`src/sv/r2p_pkg.sv`:
```
// Shared types, constants and the arctangent table for the rectangular to polar core.
// No dependencies; every other file of the block imports this package.
package r2p_pkg;

    // Fixed internal formats of the angle datapath.
    localparam int QBITS        = 60;          // fraction bits of internal angles
    localparam int ITERS        = 62;          // rotation cells in the chain
    localparam int NORM_STAGES  = 6;           // normalize cells, shifts 32 down to 1
    localparam int CVW          = QBITS + 4;   // signed word of the rotation cells
    localparam int THW          = QBITS + 2;   // unsigned angle word, holds pi
    localparam int OUT_FIELD_W  = 16;          // width of each result field

    localparam int COORD_WIDTH_DEF     = 16;
    localparam int ANGLE_FRAC_BITS_DEF = 13;

    // Control word that travels beside the data through every normalize and rotation cell.
    typedef struct packed {
        logic valid;
        logic xneg;
        logic yneg;
        logic zero;
    } r2p_ctl_t;

    // Operands of the normalize cells, all below 2**QBITS.
    typedef struct packed {
        logic [QBITS-1:0] m;
        logic [QBITS-1:0] ax;
        logic [QBITS-1:0] ay;
    } r2p_norm_t;

    // Vector and accumulated angle of the rotation cells.
    typedef struct packed {
        logic signed [CVW-1:0] x;
        logic signed [CVW-1:0] y;
        logic signed [CVW-1:0] z;
    } r2p_vec_t;

    // Shift-and-subtract division, used only while the constant table is built.
    function automatic logic [63:0] udiv64(input logic [63:0] num, input logic [63:0] den);
        logic [64:0] rem;
        logic [63:0] quo;
        rem = '0;
        quo = '0;
        for (int i = 63; i >= 0; i--) begin
            rem = {rem[63:0], num[i]};
            if (rem >= {1'b0, den}) begin
                rem    = rem - {1'b0, den};
                quo[i] = 1'b1;
            end
        end
        return quo;
    endfunction

    // Series for atan(1/m) scaled by 2**QBITS, truncated the same way at every term.
    function automatic logic [63:0] atan_inv(input logic [63:0] m);
        logic [63:0] p;
        logic [63:0] sum;
        logic [63:0] t;
        logic [63:0] k;
        p   = udiv64(64'd1 << QBITS, m);
        sum = '0;
        k   = '0;
        for (int j = 0; j < 64; j++) begin
            if (p != 64'd0) begin
                t = udiv64(p, 64'd2 * k + 64'd1);
                if (k[0] == 1'b0) begin
                    sum = sum + t;
                end else begin
                    sum = sum - t;
                end
                p = udiv64(p, m * m);
                k = k + 64'd1;
            end
        end
        return sum;
    endfunction

    // Pi by Machin's formula, scaled by 2**QBITS.
    localparam logic [63:0] PI_Q = 64'd16 * atan_inv(64'd5) - 64'd4 * atan_inv(64'd239);

    // Rotation angle atan(2**-i) of cell i, scaled by 2**QBITS.
    function automatic logic [63:0] atan_entry(input int i);
        logic [63:0] sum;
        logic [63:0] t;
        int          e;
        sum = '0;
        if (i == 0) begin
            sum = PI_Q >> 2;
        end else begin
            for (int k = 0; k < QBITS; k++) begin
                e = i * (2 * k + 1);
                if (e <= QBITS) begin
                    t = udiv64(64'd1 << (QBITS - e), 64'(2 * k + 1));
                    if ((k & 1) == 0) begin
                        sum = sum + t;
                    end else begin
                        sum = sum - t;
                    end
                end
            end
        end
        return sum;
    endfunction

    // Shift applied by normalize cell j.
    function automatic int norm_shift(input int j);
        return 1 << (NORM_STAGES - 1 - j);
    endfunction

endpackage

```
`src/sv/r2p_cordic_cell.sv`:
```
// One vectoring rotation cell of the chain: rotates toward the x axis by atan(2**-ITER)
// and accumulates the angle. Depends on r2p_pkg for the table and types.
module r2p_cordic_cell
    import r2p_pkg::*;
#(
    parameter int ITER = 0
) (
    input  logic     aclk,
    input  logic     aresetn,
    input  logic     en,
    input  r2p_ctl_t ctl_i,
    input  r2p_vec_t vec_i,
    output r2p_ctl_t ctl_o,
    output r2p_vec_t vec_o
);

    localparam logic [CVW-1:0] ATAN = CVW'(atan_entry(ITER));

    r2p_ctl_t ctl_reg;
    r2p_vec_t vec_reg;
    r2p_vec_t vec_next;
    logic signed [CVW-1:0] xs;
    logic signed [CVW-1:0] ys;

    always_comb begin
        xs = vec_i.x >>> ITER;
        ys = vec_i.y >>> ITER;
        if (vec_i.y >= 0) begin
            vec_next.x = vec_i.x + ys;
            vec_next.y = vec_i.y - xs;
            vec_next.z = vec_i.z + $signed(ATAN);
        end else begin
            vec_next.x = vec_i.x - ys;
            vec_next.y = vec_i.y + xs;
            vec_next.z = vec_i.z - $signed(ATAN);
        end
    end

    always_ff @(posedge aclk) begin
        if (!aresetn) begin
            ctl_reg <= '0;
        end else if (en) begin
            ctl_reg <= ctl_i;
        end
    end

    always_ff @(posedge aclk) begin
        if (en) begin
            vec_reg <= vec_next;
        end
    end

    assign ctl_o = ctl_reg;
    assign vec_o = vec_reg;

endmodule

```
`config.mk`:
```
export PLATFORM = sky130hd
export DESIGN_NAME = r2p_cordic_cell
export DESIGN_NICKNAME = d
export VERILOG_FILES = /design/src/sv/r2p_pkg.sv /design/src/sv/r2p_cordic_cell.sv
export SDC_FILE = /design/constraint.sdc
export NUM_CORES = 1
export LEC_CHECK = 0
export ABC_AREA = 0
export BUFFER_PORTS_ARGS = -buffer_cell sky130_fd_sc_hd__buf_2
export CELL_PAD_IN_SITES_DETAIL_PLACEMENT = 2
export CELL_PAD_IN_SITES_GLOBAL_PLACEMENT = 2
export CORE_MARGIN = 2
export CORE_UTILIZATION = 37
export CTS_BUF_LIST = sky130_fd_sc_hd__clkbuf_8
export CTS_CLUSTER_SIZE = 25
export DETAILED_ROUTE_END_ITERATION = 6
export GPL_TIMING_DRIVEN = 0
export PLACE_DENSITY_LB_ADDON = 0.1
export SYNTH_ARGS = -nofsm -noshare
export SYNTH_HDL_FRONTEND = slang
export SYNTH_SLANG_ARGS = --single-unit
```
`constraint.sdc`:
```
create_clock -name aclk -period 14.7 [get_ports aclk]
set_clock_uncertainty 0.15 [all_clocks]
set_input_delay 3.675 -clock aclk [delete_from_list [all_inputs] [get_ports aclk]]
set_output_delay 3.675 -clock aclk [all_outputs]
set_load 0.01 [all_outputs]
```
-- Word level (Yosys, flattened, before mapping)
Cells that the tools add are included.
- bits in registers: 196
- input port bits: 199
- output and inout port bits: 196
- logic and storage cells: 14
- $add $sub $neg: 5
- order comparisons: 1
- mux-type cells: 1
- operators by type and width (cell ; count):
    two-way mux 192 bit ; 1
    subtractor 64 bit ; 2
    adder 64 x 61 -> 64 bit (second input constant) ; 1
    adder 64 bit ; 1
    greater-or-equal comparator 64 x 1 -> 1 bit (second input constant) ; 1
    subtractor 64 x 61 -> 64 bit (second input constant) ; 1

-- Longest topological paths before layout
- depth after elaboration: 2
- depth in mapped cells: 24
- mapped depth without buffers: 15

-- Worst setup path after synthesis
No wires, ideal clock.
- path type: input to register
- start point: input port vec_i[127] in the netlist's numbering
- end point: register vec_reg (netlist bit vec_o[59]) (data pin)
- library setup time: 270 ps
- arrival time: 8595 ps
- data required time: 14280 ps
- slack: 5685 ps
- cell stages on the path: 21
- path buffers: 7
- cells stage by stage: inv_1 -> buf_2 -> clkbuf_1 -> buf_2 -> clkbuf_1 -> clkbuf_1 -> clkbuf_1 -> ha_1 -> buf_6 -> a211o_1 -> a21o_1 -> a32o_2 -> a32o_1 -> a311oi_2 -> a31o_2 -> o221ai_2 -> a311oi_4 -> o21ai_2 -> a21oi_2 -> o21ai_2 -> xor2_1
- RTL lines (item ; RTL line ; source):
    start: declaration ; r2p_cordic_cell.sv:12 ; input r2p_vec_t vec_i,
    end signal: assignment ; r2p_cordic_cell.sv:49 ; vec_reg <= vec_next;
    end: declaration ; r2p_cordic_cell.sv:20 ; r2p_vec_t vec_reg;

==> results.json <==
{
  "status": "complete, no violations",
  "startpoint": "vec_i[127]",
  "post_cts_buffers": 0,
  "fin_area_um2": 25200,
  "die_w_um": 247,
  "layout.nets": 3528,
  "synth_edf_count": 191,
  "syn-cell-area_um2": 21900,
  "fp.dieH_um": 247,
  "drc": 0,
  "relSlewSlack_pct": 4.82,
  "placed_area_um2": 24800,
  "finalHoldViolations": 0,
  "grt_remaining_overflow": 0,
  "fmax_mhz": 94.1,
  "crit_type": "input port to register",
  "fillCellCount": 6880,
  "setup_tns_ns": 0,
  "die_area_um2": 61100,
  "holdCritStartpoint": "ctl_o[3]",
  "yosysUniqueCellTypes": 100,
  "fin_total_pwr_w": 0.00220,
  "grt_usage_pct": 35.4,
  "fin_crit_ns": 10.63,
  "clk_path_buf_depth": 2,
  "timing.final.crit_share_pct": 72.3,
  "ctsResizeCount": 0,
  "antenna_found_initial": 12,
  "drt-total-wl_um": 111000,
  "cts_tree": "yes",
  "clock-sinks": 195,
  "ys_warn_count": 0,
  "area_growth_pct": 15.1,
  "syn_avg_cell_area_um2": 8.04,
  "ant_nets": 0,
  "start_util_pct": 37.2,
  "grt_pass1_vias": 25351,
  "crit_fanout": 24,
  "rsz0062_at_grt": "no",
  "clkLatencyLatePin_ns": 0.62,
  "coreArea_um2": 58800,
  "synth.yosys.seq_area_share_pct": 26.6,
  "async_flop_share_pct": 0,
  "crit_arrival_ns": 10.85,
  "io_pins": 395,
  "syn-instance-count": 2721,
  "place.port_buffers": 374,
  "synthFlopType": "edfxtp_1",
  "drt_iter0_markers": 1648,
  "vias": 23791,
  "dp_hpwl_um": 90500,
  "start_kind": "input port",
  "drt-pass1-iter-count": 6,
  "leakagePower_nw": 10.6,
  "placementRows": 89,
  "finalSetupViolCount": 0,
  "drv_cap": 0,
  "grt_max_degree": 100,
  "cts-root-buf": "clkbuf_8",
  "synth-seq-cells": 195,
  "tightest_slew_ns": 1.43,
  "crit_required_ns": 14.93,
  "numCtsBuffers": 17,
  "drive_gt1_share_pct": 16.7,
  "hold_buffers": 0,
  "routedWlPerCell_um": 28.3,
  "final_cell_mix": "buf_2 (406), a21oi_1 (363), nor2_1 (225)",
  "clk_transition_reported_paths_ns": 0.12,
  "grt_pass1_wl_um": 162000,
  "ir_drop_mv": 0.0762,
  "critPathCaptureType": "register",
  "vias_per_cell": 6.08,
  "mostFrequentLayoutCell": "buf_2",
  "rr_startpoint": "ctl_o[2]",
  "powerDensity_nw_per_um2": 87.3,
  "synthesis.nets": 3133,
  "gp_congestion": 0.950,
  "cts_max_level": 4,
  "report.final.slew_viol_count": 0,
  "hp-class": "register to register"
}
-- Yosys cell counts (7+ instances only) --
library cell	instances	area [µm²]
ha_1	210	2630
and3_1	9	56.3
a311oi_1	8	70.1
a21oi_1	363	1820
buf_6	7	78.8
nor4_1	17	106
a31o_2	13	114
nor2b_1	31	194
a2111oi_0	7	61.3
nor2_1	225	845
xor2_1	43	377
nor3_1	55	275
a21boi_0	11	82.6
o31a_1	10	87.6
xnor2_1	169	1480
o22ai_1	12	75.1
o21ai_0	210	1050
mux2i_1	45	450
inv_1	213	800
a211o_1	9	78.8
buf_1	28	105
nand4_1	53	332
buf_2	33	165
clkbuf_1	85	319
nand2b_1	29	181
nand2_1	171	642
a21o_1	41	308
a31oi_1	31	194
o21bai_1	74	556
o21a_1	16	120
a22oi_1	7	52.6
a211oi_1	15	113
o31ai_1	32	240
o211ai_1	13	97.6
nand3_1	57	285
and2_1	7	43.8
a221oi_1	7	61.3
o21ai_1	9	45.0
edfxtp_1	191	5740
-- through the flow --
step / hold WS (ns) / instances / setup WS [ns] / util (%)
2_1_floorplan: 0.388 / 2721 / 5.69 / -
3_3_place_gp: 0.344 / 3868 / 2.28 / 42.1
3_5_place_dp: 0.377 / 3870 / 3.51 / 42.2
4_1_cts: 0.402 / 3902 / 4.18 / 42.8
5_1_grt: 0.440 / 3906 / 3.87 / 42.8
6_report: 0.394 / 3910 / 4.07 / 42.9
-- metal layers --
metal / share of wire [%] / GRT usage (%)
met5: 0.042 / 0
met4: 4.3 / 14.8
met3: 6.1 / 5.56
met2: 48 / 60.6
met1: 41 / 44.1
-- path summary, 6_finish.rpt --
kind          endpoint  slack, ns  cells past startpoint
max          vec_o[59]       4.07                     23
min           ctl_o[3]       0.39                      2
max reg2reg   ctl_o[2]      13.88                      2
min reg2reg   ctl_o[3]       0.39                      2
-- cell families after synthesis --
kind of cell | count (synthesis) | synth area share (%)
compound gates | 979 | 28.4
simple gates | 694 | 14.9
buf+inv | 376 | 6.95
fa+ha+maj | 218 | 12.5
xor+xnor | 212 | 8.48
flops | 195 | 26.6
mux | 47 | 2.16
-- registers in the layout, indices dropped and copies added, names as in the netlist --
name / cells
vec_o: 191
ctl_o: 4
-- layout make-up --
cell class	instances	area, µm²	area share, %
multi-input combinational	2150	14600	57.8
sequential	195	5820	23.1
timing repair buffer	376	1930	7.66
tap	773	967	3.84
inverter	219	822	3.26
buffer	157	699	2.78
clock buffer	17	234	0.929
clock inverter	15	156	0.621
antenna	8	20.0	0.0795
-- power breakdown --
| part | internal, W | total [W] | leakage [nW] | switching (W) |
|---|---|---|---|---|
| sequential | 0.000734 | 0.000769 | 1.90 | 0.0000349 |
| clock | 0.000127 | 0.000388 | 0.197 | 0.000260 |
| combinational | 0.000343 | 0.00104 | 8.46 | 0.000700 |
-- worst max-delay path, cell delays in order --
cell	delay, ns
buf_2	0.16
inv_1	0.21
buf_2	0.29
clkbuf_1	0.46
buf_2	0.40
clkbuf_1	0.68
clkbuf_1	0.67
clkbuf_2	0.47
buf_12	0.27
ha_1	0.28
clkbuf_1	0.23
o21ai_0	0.29
o21bai_1	0.12
a32o_2	0.31
a32o_1	0.23
a311oi_2	0.53
a31o_2	0.32
o221ai_2	0.16
a311oi_4	0.41
o21ai_2	0.14
a21oi_2	0.24
o21ai_2	0.10
xor2_1	0.15
No activity file was read; power rests on OpenSTA's default activity.
