### src/sv/r2p_pkg.sv
// Shared types, constants and the arctangent table for the rectangular to polar core.
// No dependencies; every other file of the block imports this package.
package r2p_pkg;

    // Fixed internal formats of the angle datapath.
    localparam int QBITS        = 60;          // fraction bits of internal angles
    localparam int ITERS        = 62;          // rotation cells in the chain
    localparam int NORM_STAGES  = 6;           // normalize cells, shifts 32 down to 1
    localparam int CVW          = QBITS + 4;   // signed word of the rotation cells
    localparam int THW          = QBITS + 2;   // unsigned angle word, holds pi
    localparam int OUT_FIELD_W  = 16;          // width of each result field

    localparam int COORD_WIDTH_DEF     = 16;
    localparam int ANGLE_FRAC_BITS_DEF = 13;

    // Control word that travels beside the data through every normalize and rotation cell.
    typedef struct packed {
        logic valid;
        logic xneg;
        logic yneg;
        logic zero;
    } r2p_ctl_t;

    // Operands of the normalize cells, all below 2**QBITS.
    typedef struct packed {
        logic [QBITS-1:0] m;
        logic [QBITS-1:0] ax;
        logic [QBITS-1:0] ay;
    } r2p_norm_t;

    // Vector and accumulated angle of the rotation cells.
    typedef struct packed {
        logic signed [CVW-1:0] x;
        logic signed [CVW-1:0] y;
        logic signed [CVW-1:0] z;
    } r2p_vec_t;

    // Shift-and-subtract division, used only while the constant table is built.
    function automatic logic [63:0] udiv64(input logic [63:0] num, input logic [63:0] den);
        logic [64:0] rem;
        logic [63:0] quo;
        rem = '0;
        quo = '0;
        for (int i = 63; i >= 0; i--) begin
            rem = {rem[63:0], num[i]};
            if (rem >= {1'b0, den}) begin
                rem    = rem - {1'b0, den};
                quo[i] = 1'b1;
            end
        end
        return quo;
    endfunction

    // Series for atan(1/m) scaled by 2**QBITS, truncated the same way at every term.
    function automatic logic [63:0] atan_inv(input logic [63:0] m);
        logic [63:0] p;
        logic [63:0] sum;
        logic [63:0] t;
        logic [63:0] k;
        p   = udiv64(64'd1 << QBITS, m);
        sum = '0;
        k   = '0;
        for (int j = 0; j < 64; j++) begin
            if (p != 64'd0) begin
                t = udiv64(p, 64'd2 * k + 64'd1);
                if (k[0] == 1'b0) begin
                    sum = sum + t;
                end else begin
                    sum = sum - t;
                end
                p = udiv64(p, m * m);
                k = k + 64'd1;
            end
        end
        return sum;
    endfunction

    // Pi by Machin's formula, scaled by 2**QBITS.
    localparam logic [63:0] PI_Q = 64'd16 * atan_inv(64'd5) - 64'd4 * atan_inv(64'd239);

    // Rotation angle atan(2**-i) of cell i, scaled by 2**QBITS.
    function automatic logic [63:0] atan_entry(input int i);
        logic [63:0] sum;
        logic [63:0] t;
        int          e;
        sum = '0;
        if (i == 0) begin
            sum = PI_Q >> 2;
        end else begin
            for (int k = 0; k < QBITS; k++) begin
                e = i * (2 * k + 1);
                if (e <= QBITS) begin
                    t = udiv64(64'd1 << (QBITS - e), 64'(2 * k + 1));
                    if ((k & 1) == 0) begin
                        sum = sum + t;
                    end else begin
                        sum = sum - t;
                    end
                end
            end
        end
        return sum;
    endfunction

    // Shift applied by normalize cell j.
    function automatic int norm_shift(input int j);
        return 1 << (NORM_STAGES - 1 - j);
    endfunction

endpackage

### src/sv/r2p_sqrt_cell.sv
// One digit cell of the integer square root: brings in two radicand bits and
// settles one root bit. Depends on r2p_pkg for the default coordinate width.
module r2p_sqrt_cell
    import r2p_pkg::*;
#(
    parameter int COORD_WIDTH = COORD_WIDTH_DEF
) (
    input  logic                     aclk,
    input  logic                     en,
    input  logic [2*COORD_WIDTH-1:0] rad_i,
    input  logic [COORD_WIDTH+1:0]   rem_i,
    input  logic [COORD_WIDTH-1:0]   root_i,
    output logic [2*COORD_WIDTH-1:0] rad_o,
    output logic [COORD_WIDTH+1:0]   rem_o,
    output logic [COORD_WIDTH-1:0]   root_o
);

    localparam int W = COORD_WIDTH;

    logic [2*W-1:0] rad_reg;
    logic [W+1:0]   rem_reg;
    logic [W-1:0]   root_reg;
    logic [2*W-1:0] rad_next;
    logic [W+1:0]   rem_next;
    logic [W-1:0]   root_next;
    logic [W+1:0]   partial;
    logic [W+1:0]   trial;

    // The remainder before this digit is below 2**W, so its low bits carry it all.
    always_comb begin
        partial  = {rem_i[W-1:0], rad_i[2*W-1 -: 2]};
        trial    = {root_i, 2'b01};
        rad_next = {rad_i[2*W-3:0], 2'b00};
        if (partial >= trial) begin
            rem_next  = partial - trial;
            root_next = {root_i[W-2:0], 1'b1};
        end else begin
            rem_next  = partial;
            root_next = {root_i[W-2:0], 1'b0};
        end
    end

    always_ff @(posedge aclk) begin
        if (en) begin
            rad_reg  <= rad_next;
            rem_reg  <= rem_next;
            root_reg <= root_next;
        end
    end

    assign rad_o  = rad_reg;
    assign rem_o  = rem_reg;
    assign root_o = root_reg;

endmodule

### config.mk
export PLATFORM = sky130hd
export DESIGN_NAME = r2p_sqrt_cell
export DESIGN_NICKNAME = d
export VERILOG_FILES = /design/src/sv/r2p_pkg.sv /design/src/sv/r2p_sqrt_cell.sv
export SDC_FILE = /design/constraint.sdc
export NUM_CORES = 1
export LEC_CHECK = 0
export BUFFER_PORTS_ARGS = -buffer_cell sky130_fd_sc_hd__buf_2
export CAP_MARGIN = 30
export CORE_MARGIN = 4
export CORE_UTILIZATION = 45
export DETAILED_ROUTE_END_ITERATION = 16
export GPL_TIMING_DRIVEN = 0
export PLACE_DENSITY = 0.83
export SYNTH_ARGS = -nofsm -noshare
export SYNTH_HDL_FRONTEND = slang
export SYNTH_SLANG_ARGS = --single-unit
### constraint.sdc
create_clock -name aclk -period 4.9 [get_ports aclk]
set_input_delay 0.735 -clock aclk [delete_from_list [all_inputs] [get_ports aclk]]
set_output_delay 0.735 -clock aclk [all_outputs]
set_load 0.02 [all_outputs]
; Yosys cells after proc, flatten, opt, wreduce, memory -nomap -nowiden
; Cells that the tools add are included.
[totals]
reg_bits = 64
latchBits = 0
ram_bits = 0
mem_bits_ro = 0
input_bits = 68
out_inout_bits = 66
word_cells = 7
n_memories = 0
[classes]
add_sub_neg = 1
mul = 0
div_mod_pow = 0
n_lt_le_gt_ge = 1
eq_ne = 0
shift = 0
muxes = 2
n_bitwise = 0
reduce_logical = 0
[op_table]
columns = op, n
row1 = 18-bit greater-or-equal comparator, 1
row2 = 18-bit 2-to-1 mux, 1
row3 = 18-bit subtractor, 1
row4 = 1-bit 2-to-1 mux, 1

; Longest topological paths before layout
[depth]
word_depth = 2
depth_mapped = 11

; Least setup slack after synthesis
; No wires, ideal clock.
[synth_timing]
path_kind = input port to flip-flop
startpoint = input port root_i[9]
endpoint = register rem_reg[10], in the netlist rem_o[10], data pin
setup_ns = 0.260
arrival_ns = 2.813
required_time_ns = 4.640
setup_slack_ns = 1.827
stages = 10
n_path_buf = 1
cell_sequence = inv_1 -> ha_1 -> nand2_2 -> or3_1 -> o41a_1 -> o21ai_4 -> nor2_4 -> inv_4 -> buf_12 -> mux2_4
[synth_between]
elab_chain_cells = 2
[synth_lines]
columns = element, line
row1 = start: declaration, r2p_sqrt_cell.sv:12  ; input logic [COORD_WIDTH-1:0] root_i,
row2 = 18-bit greater-or-equal comparator, r2p_sqrt_cell.sv:34  ; if (partial >= trial) begin
row3 = 18-bit 2-to-1 mux, r2p_sqrt_cell.sv:34
row4 = net rem_next[10], r2p_sqrt_cell.sv:24  ; logic [W+1:0] rem_next;
row5 = end signal: assignment, r2p_sqrt_cell.sv:46  ; rem_reg <= rem_next;
row6 = end: declaration, r2p_sqrt_cell.sv:21  ; logic [W+1:0] rem_reg;
; The timed path passes the listed nets, and every way through them passes these cells.
; A chain may end at the register's enable or synchronous reset.

; Worst setup path after layout
[layout_timing]
startpoint = input port root_i[1]
endpoint = register rem_reg[17], in the netlist rem_o[17], data pin
[layout_between]
elab_chain_cells = 2
word_cells_on_any_way = 3
classes_between = add/sub (1) / order compare (1) / mux (1)
[layout_lines]
columns = element, line
row1 = 18-bit subtractor or 18-bit greater-or-equal comparator (tied branches), "r2p_sqrt_cell.sv:35, r2p_sqrt_cell.sv:34"
row2 = 18-bit 2-to-1 mux (*), r2p_sqrt_cell.sv:34
row3 = net rem_next[17], r2p_sqrt_cell.sv:24
; Mark *: on every way through the listed nets, which the timed path passes. The rest lies on a longest branch.

==> results.md <==
- Worst Hold End: rad_o[17]$_DFFE_PP_
- Net Sw Frac: 28.61%
- Avg Cell Area, Syn: 13.20 um^2
- Startpoint Class: primary input
- Relative slew slack: 35.25%
- Cells after Synth: 244
- Cells on Worst Hold Path: 1
- WL met2: 3903 um
- Crit Path Max Fanout: 5
- Comb pwr share: 24.3%
- Placed wire-length estimate: 6016 um
- Routed Antenna Nets: 0
- Post-synth top area cell: edfxtp_1
- Pwr dens: 347.5 nW/um^2
- H-tree depth: 3
- GR Overflow Total: 0
- Routed vias/inst: 5.167
- Post-cts gate resize count: 0
- Final nets: 472
- Total power: 1.458 mW
- Routed met3 length: 683 um
- Inserted Clock Buffers: 9
- CTS Hold Bufs: 0
- Leak pwr: 1.881 nW
- Top cells by count, synth: edfxtp_1 (64), ha_1 (18), inv_1 (18), a21oi_1 (16)
- All-Layer GR Usage: 17.60%
- Sequential area share after synthesis: 59.65%
- DR pass1 iterations: 4
- Via count: 2511
- Largest net degree at the start of global routing: 43
- Global-route wire length before repair: 11630 um
- Clock share of power: 29.1%
- Vert. Die Dim: 92.62 um
- Die span in x: 92.62 um
- Wirelength per Cell: 15.66 um
- Drt total wl: 7611 um
- Die area: 8578 um^2
- Worst slew pin tran: 946.8 ps
- Final Max Tran Viols: 0
- P_int: 1.041 mW
- Async set or reset register ratio after synthesis: 0%
- Yosys warns: 0
- Design area: 4197 um^2
- Fin. Hold Viols: 0
- CTS tree: built
- Ys flop type: edfxtp_1
- DR iter-0 viols: 136
- Diode count: 0
- Worst min path class: in2reg
- Arrival time at the worst endpoint: 3210 ps
- Post-route DRC: 0
- Core area: 6869 um^2
- Initial antenna violation count: 0
- Setup bufs post-CTS: 0
- M1 wire length: 2950 um
- NetSw: 0.4171 mW
- CP required: 4980 ps
- Worst-path clk slew: 70 ps
- CP endpoint kind: flip-flop
- Max layer used: met4
- Status: finished clean
- Num ports: 134
- Peak supply drop: 0.0001218 V
- Filler cell count: 564
- Flops & latches, synth: 64
- Initial Util: 46.90%
- I/O Buffers: 129
- Area Overhead vs Synth: 30.25%
- Post-synth EDFFs: 64
- RSZ-0062 raised after global routing: false
- Cell row count: 30
- GP Congestion: 0.8004
- Critical path class: in2reg
- CTS Sinks: 64
- Most common cell in the synthesized netlist: edfxtp_1
- Vias in the first global route: 2458
- HP Start: rad_i[15]
- Post-Syn Area: 3222 um^2
- Highest clock rate: 0.3191 GHz
- Fin crit period: 3134 ps
- Final cell utilization of the core: 61.09%
- Post-Route Setup TNS: 0 ps
- WHS: 573.8 ps
- Synth unique cells: 45
- Max Buffers Root-to-Sink: 2
- Reg power frac: 46.5%
- Max Cap Viol: 0
- Dpl cell area: 4011 um^2
- Root Buffer: clkbuf_8
- Yosys top cell area share: 59.65%
- Setup violators final: 0
- Layout cells sized above 1: 42.56%
- Ranking of synthesized cells by area: edfxtp_1 (60%), ha_1 (7.0%), mux2_4 (3.7%)
- Final Cycle Share: 63.96%
==> routing by layer <==
layer	global-route usage, %	vias up
met3	6.174	6
li1	-	1215
met1	18.68	1179
met4	5.495	0
met5	0	-
met2	32.51	111
==> worst max path at each step <==
stage                                      to  cells past startpoint  slack [ps]  startpoint
after floorplan           rem_o[10]$_DFFE_PP_                     10        1830   root_i[9]
after global placement    rem_o[17]$_DFFE_PP_                      9        1510   root_i[1]
after detailed placement  rem_o[17]$_DFFE_PP_                      9        1510   root_i[1]
after CTS                 rem_o[17]$_DFFE_PP_                      9        1880   root_i[1]
after global routing      rem_o[17]$_DFFE_PP_                      9        1600   root_i[1]
final                     rem_o[17]$_DFFE_PP_                      9        1770   root_i[1]
==> critical path, stage by stage <==
cell and delay (ps):
buf_2 90, inv_1 40, ha_1 350, o211ai_1 120, o21a_1 240, a2111oi_0 870
nor3_1 210, o311ai_0 430, o21ai_0 120
==> power by group through the flow <==
| stage | logic (mW) | registers [mW] | clock network [mW] |
|---|---|---|---|
| after floorplan | 0.159 | 0.764 | 0 |
| after global placement | 0.347 | 0.689 | 0 |
| after detailed placement | 0.356 | 0.690 | 0 |
| after CTS | 0.357 | 0.679 | 0.436 |
| after global routing | 0.383 | 0.682 | 0.468 |
| final | 0.355 | 0.678 | 0.425 |
==> cell usage in the layout (no fill, tap or decap), types with 2 or more instances in the layout <==
master and count:
a21o_1 4, ha_1 18, clkinv_2 3, nor2_1 9, xnor2_1 7, o21bai_1 2
o211ai_1 5, or3_1 2, buf_2 129, buf_12 2, nand2b_1 2, o21ai_0 13
nand2_1 13, a211o_1 2, a21oi_1 16, buf_4 2, inv_1 18, clkbuf_8 10
o21a_1 10, nor3_1 4, a211oi_1 4, nand4_1 3, nand3_1 8, edfxtp_1 64
xor2_1 6, conb_1 2, mux2_4 8, mux2_2 2
==> per-stage QoR <==
| stage | std cells | worst slack (ps) |
|---|---|---|
| 4_1_cts | 486 | 1876 |
| 2_1_floorplan | 245 | 1827 |
| 3_5_place_dp | 471 | 1508 |
| 6_report | 486 | 1766 |
| 3_3_place_gp | 470 | 1509 |
| 5_1_grt | 486 | 1596 |
==> flip-flops by register name (all words and copies together) (netlist names) <==
signal	cells
rad_o	30
root_o	16
rem_o	18
==> cell type report <==
type                       count  area, um^2  area share [%]
multi-input combinational    156        1165           27.76
clock inverter                 6       61.31           1.461
sequential                    64        1922           45.80
buffer                         6       65.06           1.550
clock buffer                   9       123.9           2.952
timing repair buffer         130       665.6           15.86
tap                           96       120.1           2.862
inverter                      19       73.82           1.759
==> cell families after synthesis <==
group / synth area share (%)
AO/OA/AOI/OAI: 13.83
XOR/XNOR: 3.534
adder cells (fa/ha/maj): 6.990
buffers and inverters: 4.310
flip-flops: 59.65
multiplexers: 4.427
other: 0.1164
AND/OR/NAND/NOR: 7.146
(Power assumes the default switching activity.)
